### src/sv/rrq_pkg.sv
`timescale 1ns / 1ps
// Shared types, codes and defaults for the round-robin ready queue.
package rrq_pkg;

	localparam int LIST_DEPTH_DEF = 16;
	localparam int ID_BITS_DEF    = 16;

	localparam logic [1:0] MODE_ADD    = 2'd0;
	localparam logic [1:0] MODE_NEXT   = 2'd1;
	localparam logic [1:0] MODE_REMOVE = 2'd2;

	localparam logic [1:0] ST_OK       = 2'd0;
	localparam logic [1:0] ST_FULL     = 2'd1;
	localparam logic [1:0] ST_EMPTY    = 2'd2;
	localparam logic [1:0] ST_NOTFOUND = 2'd3;

	typedef enum logic [1:0] {
		S_IDLE,
		S_CMP,
		S_APPLY
	} state_t;

	typedef struct packed {
		logic shift;
		logic load;
	} cell_ctl_t;

endpackage

### src/sv/rrq_if.sv
`timescale 1ns / 1ps
// Valid/ready channel interfaces for request and response words.
interface rrq_req_if #(
	parameter int ID_BITS = rrq_pkg::ID_BITS_DEF
);
	logic               valid;
	logic               ready;
	logic [1:0]         mode;
	logic [ID_BITS-1:0] task_id;

	modport source (output valid, output mode, output task_id, input ready);
	modport sink   (input valid, input mode, input task_id, output ready);
endinterface

interface rrq_rsp_if #(
	parameter int ID_BITS  = rrq_pkg::ID_BITS_DEF,
	parameter int CNT_BITS = $clog2(rrq_pkg::LIST_DEPTH_DEF + 1)
);
	logic                valid;
	logic                ready;
	logic [ID_BITS-1:0]  current_id;
	logic                current_valid;
	logic                start_task;
	logic [CNT_BITS-1:0] entry_count;
	logic [1:0]          status;

	modport source (output valid, output current_id, output current_valid,
		output start_task, output entry_count, output status, input ready);
	modport sink   (input valid, input current_id, input current_valid,
		input start_task, input entry_count, input status, output ready);
endinterface

### src/sv/rrq_cell.sv
`timescale 1ns / 1ps
// One list slot: holds an id, compares it, shifts from its right neighbour or loads.
module rrq_cell #(
	parameter int ID_BITS = rrq_pkg::ID_BITS_DEF
) (
	input  logic               clk,
	input  rrq_pkg::cell_ctl_t ctl,
	input  logic [ID_BITS-1:0] cmp_id,
	input  logic [ID_BITS-1:0] right_id,
	input  logic [ID_BITS-1:0] load_id,
	output logic [ID_BITS-1:0] entry_id,
	output logic               match
);

	logic [ID_BITS-1:0] entry_q;

	always_ff @(posedge clk) begin
		if (ctl.load) begin
			entry_q <= load_id;
		end else if (ctl.shift) begin
			entry_q <= right_id;
		end
	end

	assign entry_id = entry_q;
	assign match    = (entry_q == cmp_id);

endmodule

### src/sv/round_robin_ready_queue.sv
`timescale 1ns / 1ps
// Top level of the round-robin ready queue: cell row, sequencer and response register.
//
// Request words on req carry a mode (add at tail, rotate and run next, remove) and a task
// id; every request gives exactly one response word on rsp with the current task id, its
// valid flag, a start pulse, the entry count after the request and a status code.
// The list is a row of cells, one per slot; each cell compares its id against the request
// and shifts from its right neighbour, so rotate and remove close up in one step.
// A request passes through a compare step, which registers the per-cell match vector, and an
// apply step, which picks the last match, updates the cells and loads the response register.
// A new request is taken in the cycle the previous one completes, during its apply step; no
// request is taken while one is in its compare step.
// Reset clears the entry count, current task and sequencer; slot contents need no clearing
// because only slots below the count are ever read.
// When rsp stalls, the response register holds its word; the following request is
// still taken and compared, then waits in its apply step until the register frees.
module round_robin_ready_queue #(
	parameter int LIST_DEPTH = rrq_pkg::LIST_DEPTH_DEF,
	parameter int ID_BITS    = rrq_pkg::ID_BITS_DEF,
	parameter int CNT_BITS   = $clog2(LIST_DEPTH + 1)
) (
	input logic        clk,
	input logic        arst_n,
	rrq_req_if.sink    req,
	rrq_rsp_if.source  rsp
);

	rrq_pkg::state_t state_q, state_d;

	logic [1:0]            mode_s1;
	logic [ID_BITS-1:0]    id_s1;
	logic [LIST_DEPTH-1:0] match_q;
	logic [LIST_DEPTH-1:0] match_raw;
	logic [LIST_DEPTH-1:0] above;
	logic [CNT_BITS-1:0]   count_q, count_d;
	logic [ID_BITS-1:0]    cur_q, cur_d;
	logic                  set_q, set_d;
	logic                  start_d;
	logic [1:0]            status_d;

	logic                  rsp_valid_q;
	logic [ID_BITS-1:0]    rsp_id_q;
	logic                  rsp_cv_q;
	logic                  rsp_start_q;
	logic [CNT_BITS-1:0]   rsp_count_q;
	logic [1:0]            rsp_status_q;

	logic [ID_BITS-1:0]    ent [LIST_DEPTH];
	rrq_pkg::cell_ctl_t    ctl [LIST_DEPTH];
	logic [ID_BITS-1:0]    load_data;

	logic req_acc, rsp_free, apply_en;
	logic full, empty, found, head_hit;
	logic [CNT_BITS-1:0] last_idx;

	assign req_acc  = req.valid && req.ready;
	assign rsp_free = !rsp_valid_q || rsp.ready;
	assign apply_en = (state_q == rrq_pkg::S_APPLY) && rsp_free;

	// cell row
	for (genvar g = 0; g < LIST_DEPTH; g++) begin : g_cell
		logic [ID_BITS-1:0] right;
		if (g == LIST_DEPTH - 1) begin : g_tail
			assign right = ent[g];
		end else begin : g_mid
			assign right = ent[g+1];
		end
		rrq_cell #(.ID_BITS(ID_BITS)) u_cell (
			.clk      (clk),
			.ctl      (ctl[g]),
			.cmp_id   (id_s1),
			.right_id (right),
			.load_id  (load_data),
			.entry_id (ent[g]),
			.match    (match_raw[g])
		);
	end

	// sequencer
	always_ff @(posedge clk or negedge arst_n) begin
		if (!arst_n) begin
			state_q <= rrq_pkg::S_IDLE;
		end else begin
			state_q <= state_d;
		end
	end

	always_comb begin
		state_d = state_q;
		unique case (state_q)
			rrq_pkg::S_IDLE: begin
				if (req_acc) state_d = rrq_pkg::S_CMP;
			end
			rrq_pkg::S_CMP: begin
				state_d = rrq_pkg::S_APPLY;
			end
			rrq_pkg::S_APPLY: begin
				if (rsp_free) state_d = req_acc ? rrq_pkg::S_CMP : rrq_pkg::S_IDLE;
			end
			default: state_d = rrq_pkg::S_IDLE;
		endcase
	end

	always_comb begin
		req.ready = (state_q == rrq_pkg::S_IDLE) || apply_en;
	end

	// request and match registers
	always_ff @(posedge clk) begin
		if (req_acc) begin
			mode_s1 <= req.mode;
			id_s1   <= req.task_id;
		end
		if (state_q == rrq_pkg::S_CMP) begin
			for (int i = 0; i < LIST_DEPTH; i++) begin
				match_q[i] <= match_raw[i] && (CNT_BITS'(i) < count_q);
			end
		end
	end

	// matches beyond each slot; the last match is the slot with none beyond it
	always_comb begin
		for (int i = 0; i < LIST_DEPTH; i++) begin
			above[i] = |(match_q >> (i + 1));
		end
	end

	assign full     = (count_q == CNT_BITS'(LIST_DEPTH));
	assign empty    = (count_q == '0);
	assign found    = |match_q;
	assign head_hit = match_q[0] && !above[0];
	assign last_idx = count_q - CNT_BITS'(1);
	assign load_data = (mode_s1 == rrq_pkg::MODE_ADD) ? id_s1 : ent[0];

	always_comb begin
		for (int i = 0; i < LIST_DEPTH; i++) begin
			ctl[i] = '0;
			if (apply_en) begin
				case (mode_s1)
					rrq_pkg::MODE_ADD: begin
						ctl[i].load = !full && (CNT_BITS'(i) == count_q);
					end
					rrq_pkg::MODE_NEXT: begin
						ctl[i].shift = !empty && (CNT_BITS'(i + 1) < count_q);
						ctl[i].load  = !empty && (CNT_BITS'(i) == last_idx);
					end
					rrq_pkg::MODE_REMOVE: begin
						ctl[i].shift = !empty && found && !above[i]
							&& (CNT_BITS'(i + 1) < count_q);
					end
					default: ctl[i] = '0;
				endcase
			end
		end
	end

	// result of the request
	always_comb begin
		count_d  = count_q;
		cur_d    = cur_q;
		set_d    = set_q;
		start_d  = 1'b0;
		status_d = rrq_pkg::ST_OK;
		case (mode_s1)
			rrq_pkg::MODE_ADD: begin
				if (full) status_d = rrq_pkg::ST_FULL;
				else count_d = count_q + CNT_BITS'(1);
			end
			rrq_pkg::MODE_NEXT: begin
				if (empty) begin
					status_d = rrq_pkg::ST_EMPTY;
				end else begin
					cur_d   = (count_q > CNT_BITS'(1)) ? ent[1] : ent[0];
					set_d   = 1'b1;
					start_d = 1'b1;
				end
			end
			rrq_pkg::MODE_REMOVE: begin
				if (empty) begin
					status_d = rrq_pkg::ST_EMPTY;
				end else if (!found) begin
					status_d = rrq_pkg::ST_NOTFOUND;
				end else begin
					count_d = last_idx;
					if (head_hit) begin
						if (count_q > CNT_BITS'(1)) begin
							cur_d   = ent[1];
							set_d   = 1'b1;
							start_d = 1'b1;
						end else begin
							set_d = 1'b0;
						end
					end
				end
			end
			default: ;
		endcase
	end

	always_ff @(posedge clk or negedge arst_n) begin
		if (!arst_n) begin
			count_q     <= '0;
			cur_q       <= '0;
			set_q       <= 1'b0;
			rsp_valid_q <= 1'b0;
		end else begin
			if (apply_en) begin
				count_q     <= count_d;
				cur_q       <= cur_d;
				set_q       <= set_d;
				rsp_valid_q <= 1'b1;
			end else if (rsp.ready) begin
				rsp_valid_q <= 1'b0;
			end
		end
	end

	always_ff @(posedge clk) begin
		if (apply_en) begin
			rsp_id_q     <= cur_d;
			rsp_cv_q     <= set_d && (count_d != '0);
			rsp_start_q  <= start_d;
			rsp_count_q  <= count_d;
			rsp_status_q <= status_d;
		end
	end

	assign rsp.valid         = rsp_valid_q;
	assign rsp.current_id    = rsp_id_q;
	assign rsp.current_valid = rsp_cv_q;
	assign rsp.start_task    = rsp_start_q;
	assign rsp.entry_count   = rsp_count_q;
	assign rsp.status        = rsp_status_q;

	a_count_bound: assert property (@(posedge clk) disable iff (!arst_n)
		count_q <= CNT_BITS'(LIST_DEPTH))
		else $error("entry count beyond list depth");

	a_rsp_from_apply: assert property (@(posedge clk) disable iff (!arst_n)
		$rose(rsp_valid_q) |-> $past(state_q == rrq_pkg::S_APPLY))
		else $error("response word without apply step");

	a_accept_cmp: assert property (@(posedge clk) disable iff (!arst_n)
		req_acc |=> state_q == rrq_pkg::S_CMP)
		else $error("accepted request not compared");

	a_start_valid: assert property (@(posedge clk) disable iff (!arst_n)
		rsp_valid_q && rsp_start_q |-> rsp_cv_q && rsp_status_q == rrq_pkg::ST_OK)
		else $error("start pulse without valid current task");

endmodule
### src/flat_wrapper.sv
// flat-port wrapper written by rule: the top's interface ports become plain ports
module round_robin_ready_queue_flat 
#(
	parameter int LIST_DEPTH = rrq_pkg::LIST_DEPTH_DEF,
	parameter int ID_BITS    = rrq_pkg::ID_BITS_DEF,
	parameter int CNT_BITS   = $clog2(LIST_DEPTH + 1)
)
  (clk, arst_n, req_valid, req_mode, req_task_id, req_ready, rsp_valid, rsp_current_id, rsp_current_valid, rsp_start_task, rsp_entry_count, rsp_status, rsp_ready);
  rrq_req_if #(.ID_BITS(ID_BITS)) req_i ();
  rrq_rsp_if #(.ID_BITS(ID_BITS), .CNT_BITS(CNT_BITS)) rsp_i ();
  input logic clk;
  input logic arst_n;
  input wire logic [$bits(req_i.valid)-1:0] req_valid;
  input wire logic [$bits(req_i.mode)-1:0] req_mode;
  input wire logic [$bits(req_i.task_id)-1:0] req_task_id;
  output wire logic [$bits(req_i.ready)-1:0] req_ready;
  output wire logic [$bits(rsp_i.valid)-1:0] rsp_valid;
  output wire logic [$bits(rsp_i.current_id)-1:0] rsp_current_id;
  output wire logic [$bits(rsp_i.current_valid)-1:0] rsp_current_valid;
  output wire logic [$bits(rsp_i.start_task)-1:0] rsp_start_task;
  output wire logic [$bits(rsp_i.entry_count)-1:0] rsp_entry_count;
  output wire logic [$bits(rsp_i.status)-1:0] rsp_status;
  input wire logic [$bits(rsp_i.ready)-1:0] rsp_ready;
  assign req_i.valid = req_valid;
  assign req_i.mode = req_mode;
  assign req_i.task_id = req_task_id;
  assign req_ready = req_i.ready;
  assign rsp_valid = rsp_i.valid;
  assign rsp_current_id = rsp_i.current_id;
  assign rsp_current_valid = rsp_i.current_valid;
  assign rsp_start_task = rsp_i.start_task;
  assign rsp_entry_count = rsp_i.entry_count;
  assign rsp_status = rsp_i.status;
  assign rsp_i.ready = rsp_ready;
  round_robin_ready_queue #(.LIST_DEPTH(LIST_DEPTH), .ID_BITS(ID_BITS), .CNT_BITS(CNT_BITS)) u_core (.clk(clk), .arst_n(arst_n), .req(req_i), .rsp(rsp_i));
endmodule
### config.mk
export PLATFORM = sky130hd
export DESIGN_NAME = round_robin_ready_queue_flat
export DESIGN_NICKNAME = d
export VERILOG_FILES = /design/src/sv/rrq_pkg.sv /design/src/sv/rrq_if.sv /design/src/sv/rrq_cell.sv /design/src/sv/round_robin_ready_queue.sv /design/src/flat_wrapper.sv
export SDC_FILE = /design/constraint.sdc
export NUM_CORES = 1
export LEC_CHECK = 0
export CORE_MARGIN = 1.5
export CORE_UTILIZATION = 60
export CTS_BUF_LIST = sky130_fd_sc_hd__clkbuf_16
export CTS_CLUSTER_SIZE = 16
export DETAILED_ROUTE_END_ITERATION = 12
export DONT_BUFFER_PORTS = 1
export GPL_ROUTABILITY_DRIVEN = 0
export GPL_TIMING_DRIVEN = 0
export HOLD_SLACK_MARGIN = 0.15
export PLACE_DENSITY = 0.75
export SLEW_MARGIN = 20
export SYNTH_ARGS = -nofsm -noshare
export SYNTH_HDL_FRONTEND = slang
export SYNTH_SLANG_ARGS = --single-unit
### constraint.sdc
create_clock -name clk -period 8.1 [get_ports clk]
set_clock_uncertainty 0.2 [all_clocks]
set_input_delay 1.62 -clock clk [delete_from_list [all_inputs] [get_ports clk]]
set_output_delay 1.62 -clock clk [all_outputs]
set_load 0.02 [all_outputs]
==> qor.log <==
INFO  run_status     run_status=completed
INFO  global_routing globalRouteOverflowTotal=0
INFO  synthesis      dominantRegCellSynth=sky130_fd_sc_hd__edfxtp_1
INFO  critical_path  crit_path_top_delay_cell=sky130_fd_sc_hd__o21ai_0
INFO  synthesis      ys_top_cells_by_area=sky130_fd_sc_hd__edfxtp_1 52%, sky130_fd_sc_hd__xor2_1 7.3%, sky130_fd_sc_hd__a21oi_1 6.6%
INFO  synthesis      postSynthCellCount=1683
INFO  hold_path      hold_path_class=reg2reg
INFO  global_routing grt_antenna_before_repair=0
INFO  cells_and_area seqCellArea=10100um^2
INFO  clocking       postCtsResizedCells=0
INFO  clocking       clock_sink_count=340
INFO  floorplanning  fp.dieArea=31500um^2
INFO  synthesis      synthArstFlopShare=0.0735
INFO  floorplanning  effective_utilization_at_floorplan=0.612
INFO  floorplanning  floorplan_core_area=29800um^2
INFO  drt            wl=58.1mm
INFO  cells_and_area final_design_area_no_fill=20100um^2
INFO  critical_path  cells_along_the_critical_path=clkbuf_1, inv_1, ha_1, nor4b_2, clkbuf_1, clkbuf_1, nor2_1, o21ai_0, o21bai_2, buf_6
INFO  drt            vias=14400
INFO  synthesis      sequential_area_share_after_synthesis=0.553
INFO  timing         max_slew.worst_pin.slew=1280ps
INFO  synthesis      synth_enable_flop_cells=315
INFO  floorplanning  die_h=177um
INFO  global_routing wire_length_of_the_first_global_routing_pass=85.2mm
INFO  synthesis      avgSynthCellArea=10.8um^2
INFO  timing         max-slew-margin-rel=0.150
INFO  synthesis      synth.largest_area_cell=sky130_fd_sc_hd__edfxtp_1
INFO  flow_run       max-cap-violations=0
INFO  synthesis      synthesis.yosys.warnings=0
INFO  critical_path  cpMostUsedCell=sky130_fd_sc_hd__clkbuf_1
INFO  placement      placedInstanceArea=18900um^2
INFO  timing         final_hold_vios=0
INFO  cells_and_area area_growth=10.0%
INFO  timing         rsz0062_at_grt=false
INFO  clocking       post_cts_buffers=0
INFO  drt            routed_wire_per_std_cell=27.1um
INFO  placement      buffer_ports.inserted=0
INFO  synthesis      synth_largest_type_area_fraction=0.518
INFO  timing         final-max-slew-violation-count=0
INFO  global_routing grtUsageTotal=0.375
INFO  drt            drt_pass1_iterations=7
INFO  clocking       cts_hold_buf=0
INFO  clocking       cts_tree=done
INFO  cells_and_area layout-drive-gt1-share=0.120
INFO  critical_path  critPathArrivalTime=4760ps
INFO  pwr            post-layout-total-power=0.00499W
INFO  synthesis      yosysUniqueCellTypes=55
INFO  clocking       worst_skew_pair.late_latency=540ps
INFO  critical_path  end_kind=flip-flop
INFO  synthesis      netlist_area=18200um^2
INFO  timing         final.min_clock_period=4670ps
INFO  critical_path  critPathLaunchType=flip-flop
INFO  cells_and_area num-fill-cells=2275
INFO  cells_and_area num-nets-final=1759
INFO  drt            detail_route.vias_per_cell=6.72
INFO  floorplanning  io-pin-count=49
INFO  floorplanning  rows=63
INFO  timing         final.hold.worst_slack=325ps
INFO  pwr            power-per-cell-area=248nW/um^2
INFO  timing         finalCritPeriodShare=0.577
INFO  critical_path  path_class=reg2reg
INFO  placement      detailed_place_hpwl=39.8mm
INFO  cells_and_area postLayoutCoreUtil=0.674
INFO  critical_path  cp_max_fo=14
INFO  timing         fmax=214MHz
INFO  pwr            vdd_ir_drop_max=0.177mV
INFO  critical_path  crit_required=8190ps
INFO  cells_and_area multi_input_area=7490um^2
INFO  drt            post-route-drc-count=0
INFO  critical_path  critical_path.max_stage_delay=810ps
INFO  clocking       clock_tree.root_cell=sky130_fd_sc_hd__clkbuf_16
INFO  global_routing grt_max_degree=35
INFO  clocking       clk_path_buf_depth=3
INFO  drt            drt_first_iter_violations=2485
INFO  synthesis      postSynthNetCount=1715
INFO  cells_and_area diodes=0
INFO  floorplanning  dieWidth=177um
INFO  clocking       h-tree-depth=2
INFO  timing         tns=0ps
INFO  clocking       numCtsBuffers=37
INFO  timing         finalSetupViolCount=0
INFO  clocking       cts.reportedPaths.clkPinSlew=60ps
INFO  pwr            cellLeakagePower=7.05nW
INFO  synthesis      ys_ff_latch=340
INFO  global_routing vias_in_the_first_global_route=13600
INFO  drt            drtAntennaViolNets=0
## worst paths after layout
kind | depth (start not counted) | start | end | slack, ps
worst max-delay path | 10 | u_core.count_q[1] | u_core.g_cell[12].u_cell.entry_id[4] | 3430
worst min-delay path | 1 | u_core.cur_q[7] | u_core.cur_q[7] | 320
worst max register to register | 10 | u_core.count_q[1] | u_core.g_cell[12].u_cell.entry_id[4] | 3430
worst min register to register | 1 | u_core.cur_q[7] | u_core.cur_q[7] | 320
max in group asynchronous | 0 | arst_n | u_core.cur_q[12] | 7040
min in group asynchronous | 0 | arst_n | u_core.state_q[1] | 570
## flip-flops by register name (all words and copies together) (netlist names), 5 cells and up
name                           count
u_core.rsp.entry_count             5
u_core.g_cell.u_cell.entry_id    256
u_core.id_s1                      16
u_core.rsp.current_id             16
u_core.count_q                     5
u_core.cur_q                      16
u_core.match_q                    16
## layer usage
| metal | vias to the layer above | part of all wire | global-route usage |
|---|---|---|---|
| met5 | - | 0 | 0 |
| met4 | 0 | 0.063 | 0.203 |
| met3 | 220 | 0.15 | 0.100 |
| met2 | 1208 | 0.42 | 0.535 |
| met1 | 6839 | 0.37 | 0.521 |
| li1 | 6157 | - | - |
## cell families (layout without fill, tap and decap cells)
kind of cell	count (synthesis)	after routing	synth area share
flip-flops	340	340	0.553
adder cells (fa/ha/maj)	10	10	0.00686
multiplexers	34	34	0.0187
AND/OR/NAND/NOR	472	472	0.120
AO/OA/AOI/OAI	406	406	0.137
buffers and inverters	163	235	0.0407
XOR/XNOR	258	258	0.124
## area by class of cell
class / instances / share of cell area
plain buffers: 138 / 0.0333
clock buffers: 39 / 0.0486
clock inverters: 28 / 0.0108
inverters: 25 / 0.00467
multi-input cells: 1180 / 0.373
flip-flops and latches: 340 / 0.502
well taps: 390 / 0.0243
repair buffers: 5 / 0.00299
## stage by stage
step / setup slack (ps) / instances
after floorplan: 3900 / 1683
after global placement: 2580 / 2073
after detailed placement: 3830 / 2077
after CTS: 3770 / 2144
after global routing: 3450 / 2145
final: 3430 / 2145
## layout by cell type, fill, tap and decap left out, types with 13 or more instances in the layout
master / count
sky130_fd_sc_hd__clkbuf_1: 56
sky130_fd_sc_hd__nor3_1: 14
sky130_fd_sc_hd__nand2_1: 52
sky130_fd_sc_hd__a21oi_2: 32
sky130_fd_sc_hd__dfrtp_1: 25
sky130_fd_sc_hd__o2111ai_1: 17
sky130_fd_sc_hd__nand3_1: 18
sky130_fd_sc_hd__edfxtp_1: 315
sky130_fd_sc_hd__o21ai_0: 33
sky130_fd_sc_hd__nor4_1: 53
sky130_fd_sc_hd__nor2_1: 251
sky130_fd_sc_hd__clkbuf_16: 39
sky130_fd_sc_hd__nand4_1: 37
sky130_fd_sc_hd__clkbuf_2: 17
sky130_fd_sc_hd__buf_2: 47
sky130_fd_sc_hd__inv_1: 32
sky130_fd_sc_hd__mux2i_2: 13
sky130_fd_sc_hd__xnor2_1: 105
sky130_fd_sc_hd__a22o_1: 49
sky130_fd_sc_hd__xor2_1: 153
sky130_fd_sc_hd__a21oi_1: 240
sky130_fd_sc_hd__mux2i_1: 20
## worst max-delay path, delay by kind of cell, from the launching register on
family | cells | cell delay, ps
adder cells (fa/ha/maj) | 1 | 240
AND/OR/NAND/NOR | 2 | 750
flip-flops | 1 | 470
AO/OA/AOI/OAI | 2 | 1030
buffers and inverters | 5 | 1710
## Yosys cell counts (25+ instances only)
library cell               number
sky130_fd_sc_hd__a22o_1        49
sky130_fd_sc_hd__dfrtp_1       25
sky130_fd_sc_hd__nand4_1       37
sky130_fd_sc_hd__nand2_1       52
sky130_fd_sc_hd__edfxtp_1     315
sky130_fd_sc_hd__xor2_1       153
sky130_fd_sc_hd__o21ai_0       33
sky130_fd_sc_hd__clkbuf_1      72
sky130_fd_sc_hd__a21oi_2       31
sky130_fd_sc_hd__nor4_1        53
sky130_fd_sc_hd__a21oi_1      241
sky130_fd_sc_hd__buf_2         47
sky130_fd_sc_hd__mux2i_1       33
sky130_fd_sc_hd__xnor2_1      105
sky130_fd_sc_hd__inv_1         25
sky130_fd_sc_hd__nor2_1       251
## power breakdown
| part | internal, W | switching [W] |
|---|---|---|
| combinational | 0.000330 | 0.000753 |
| clock | 0.000968 | 0.000707 |
| sequential | 0.00209 | 0.000134 |
Power figures use the tool's default switching activity.
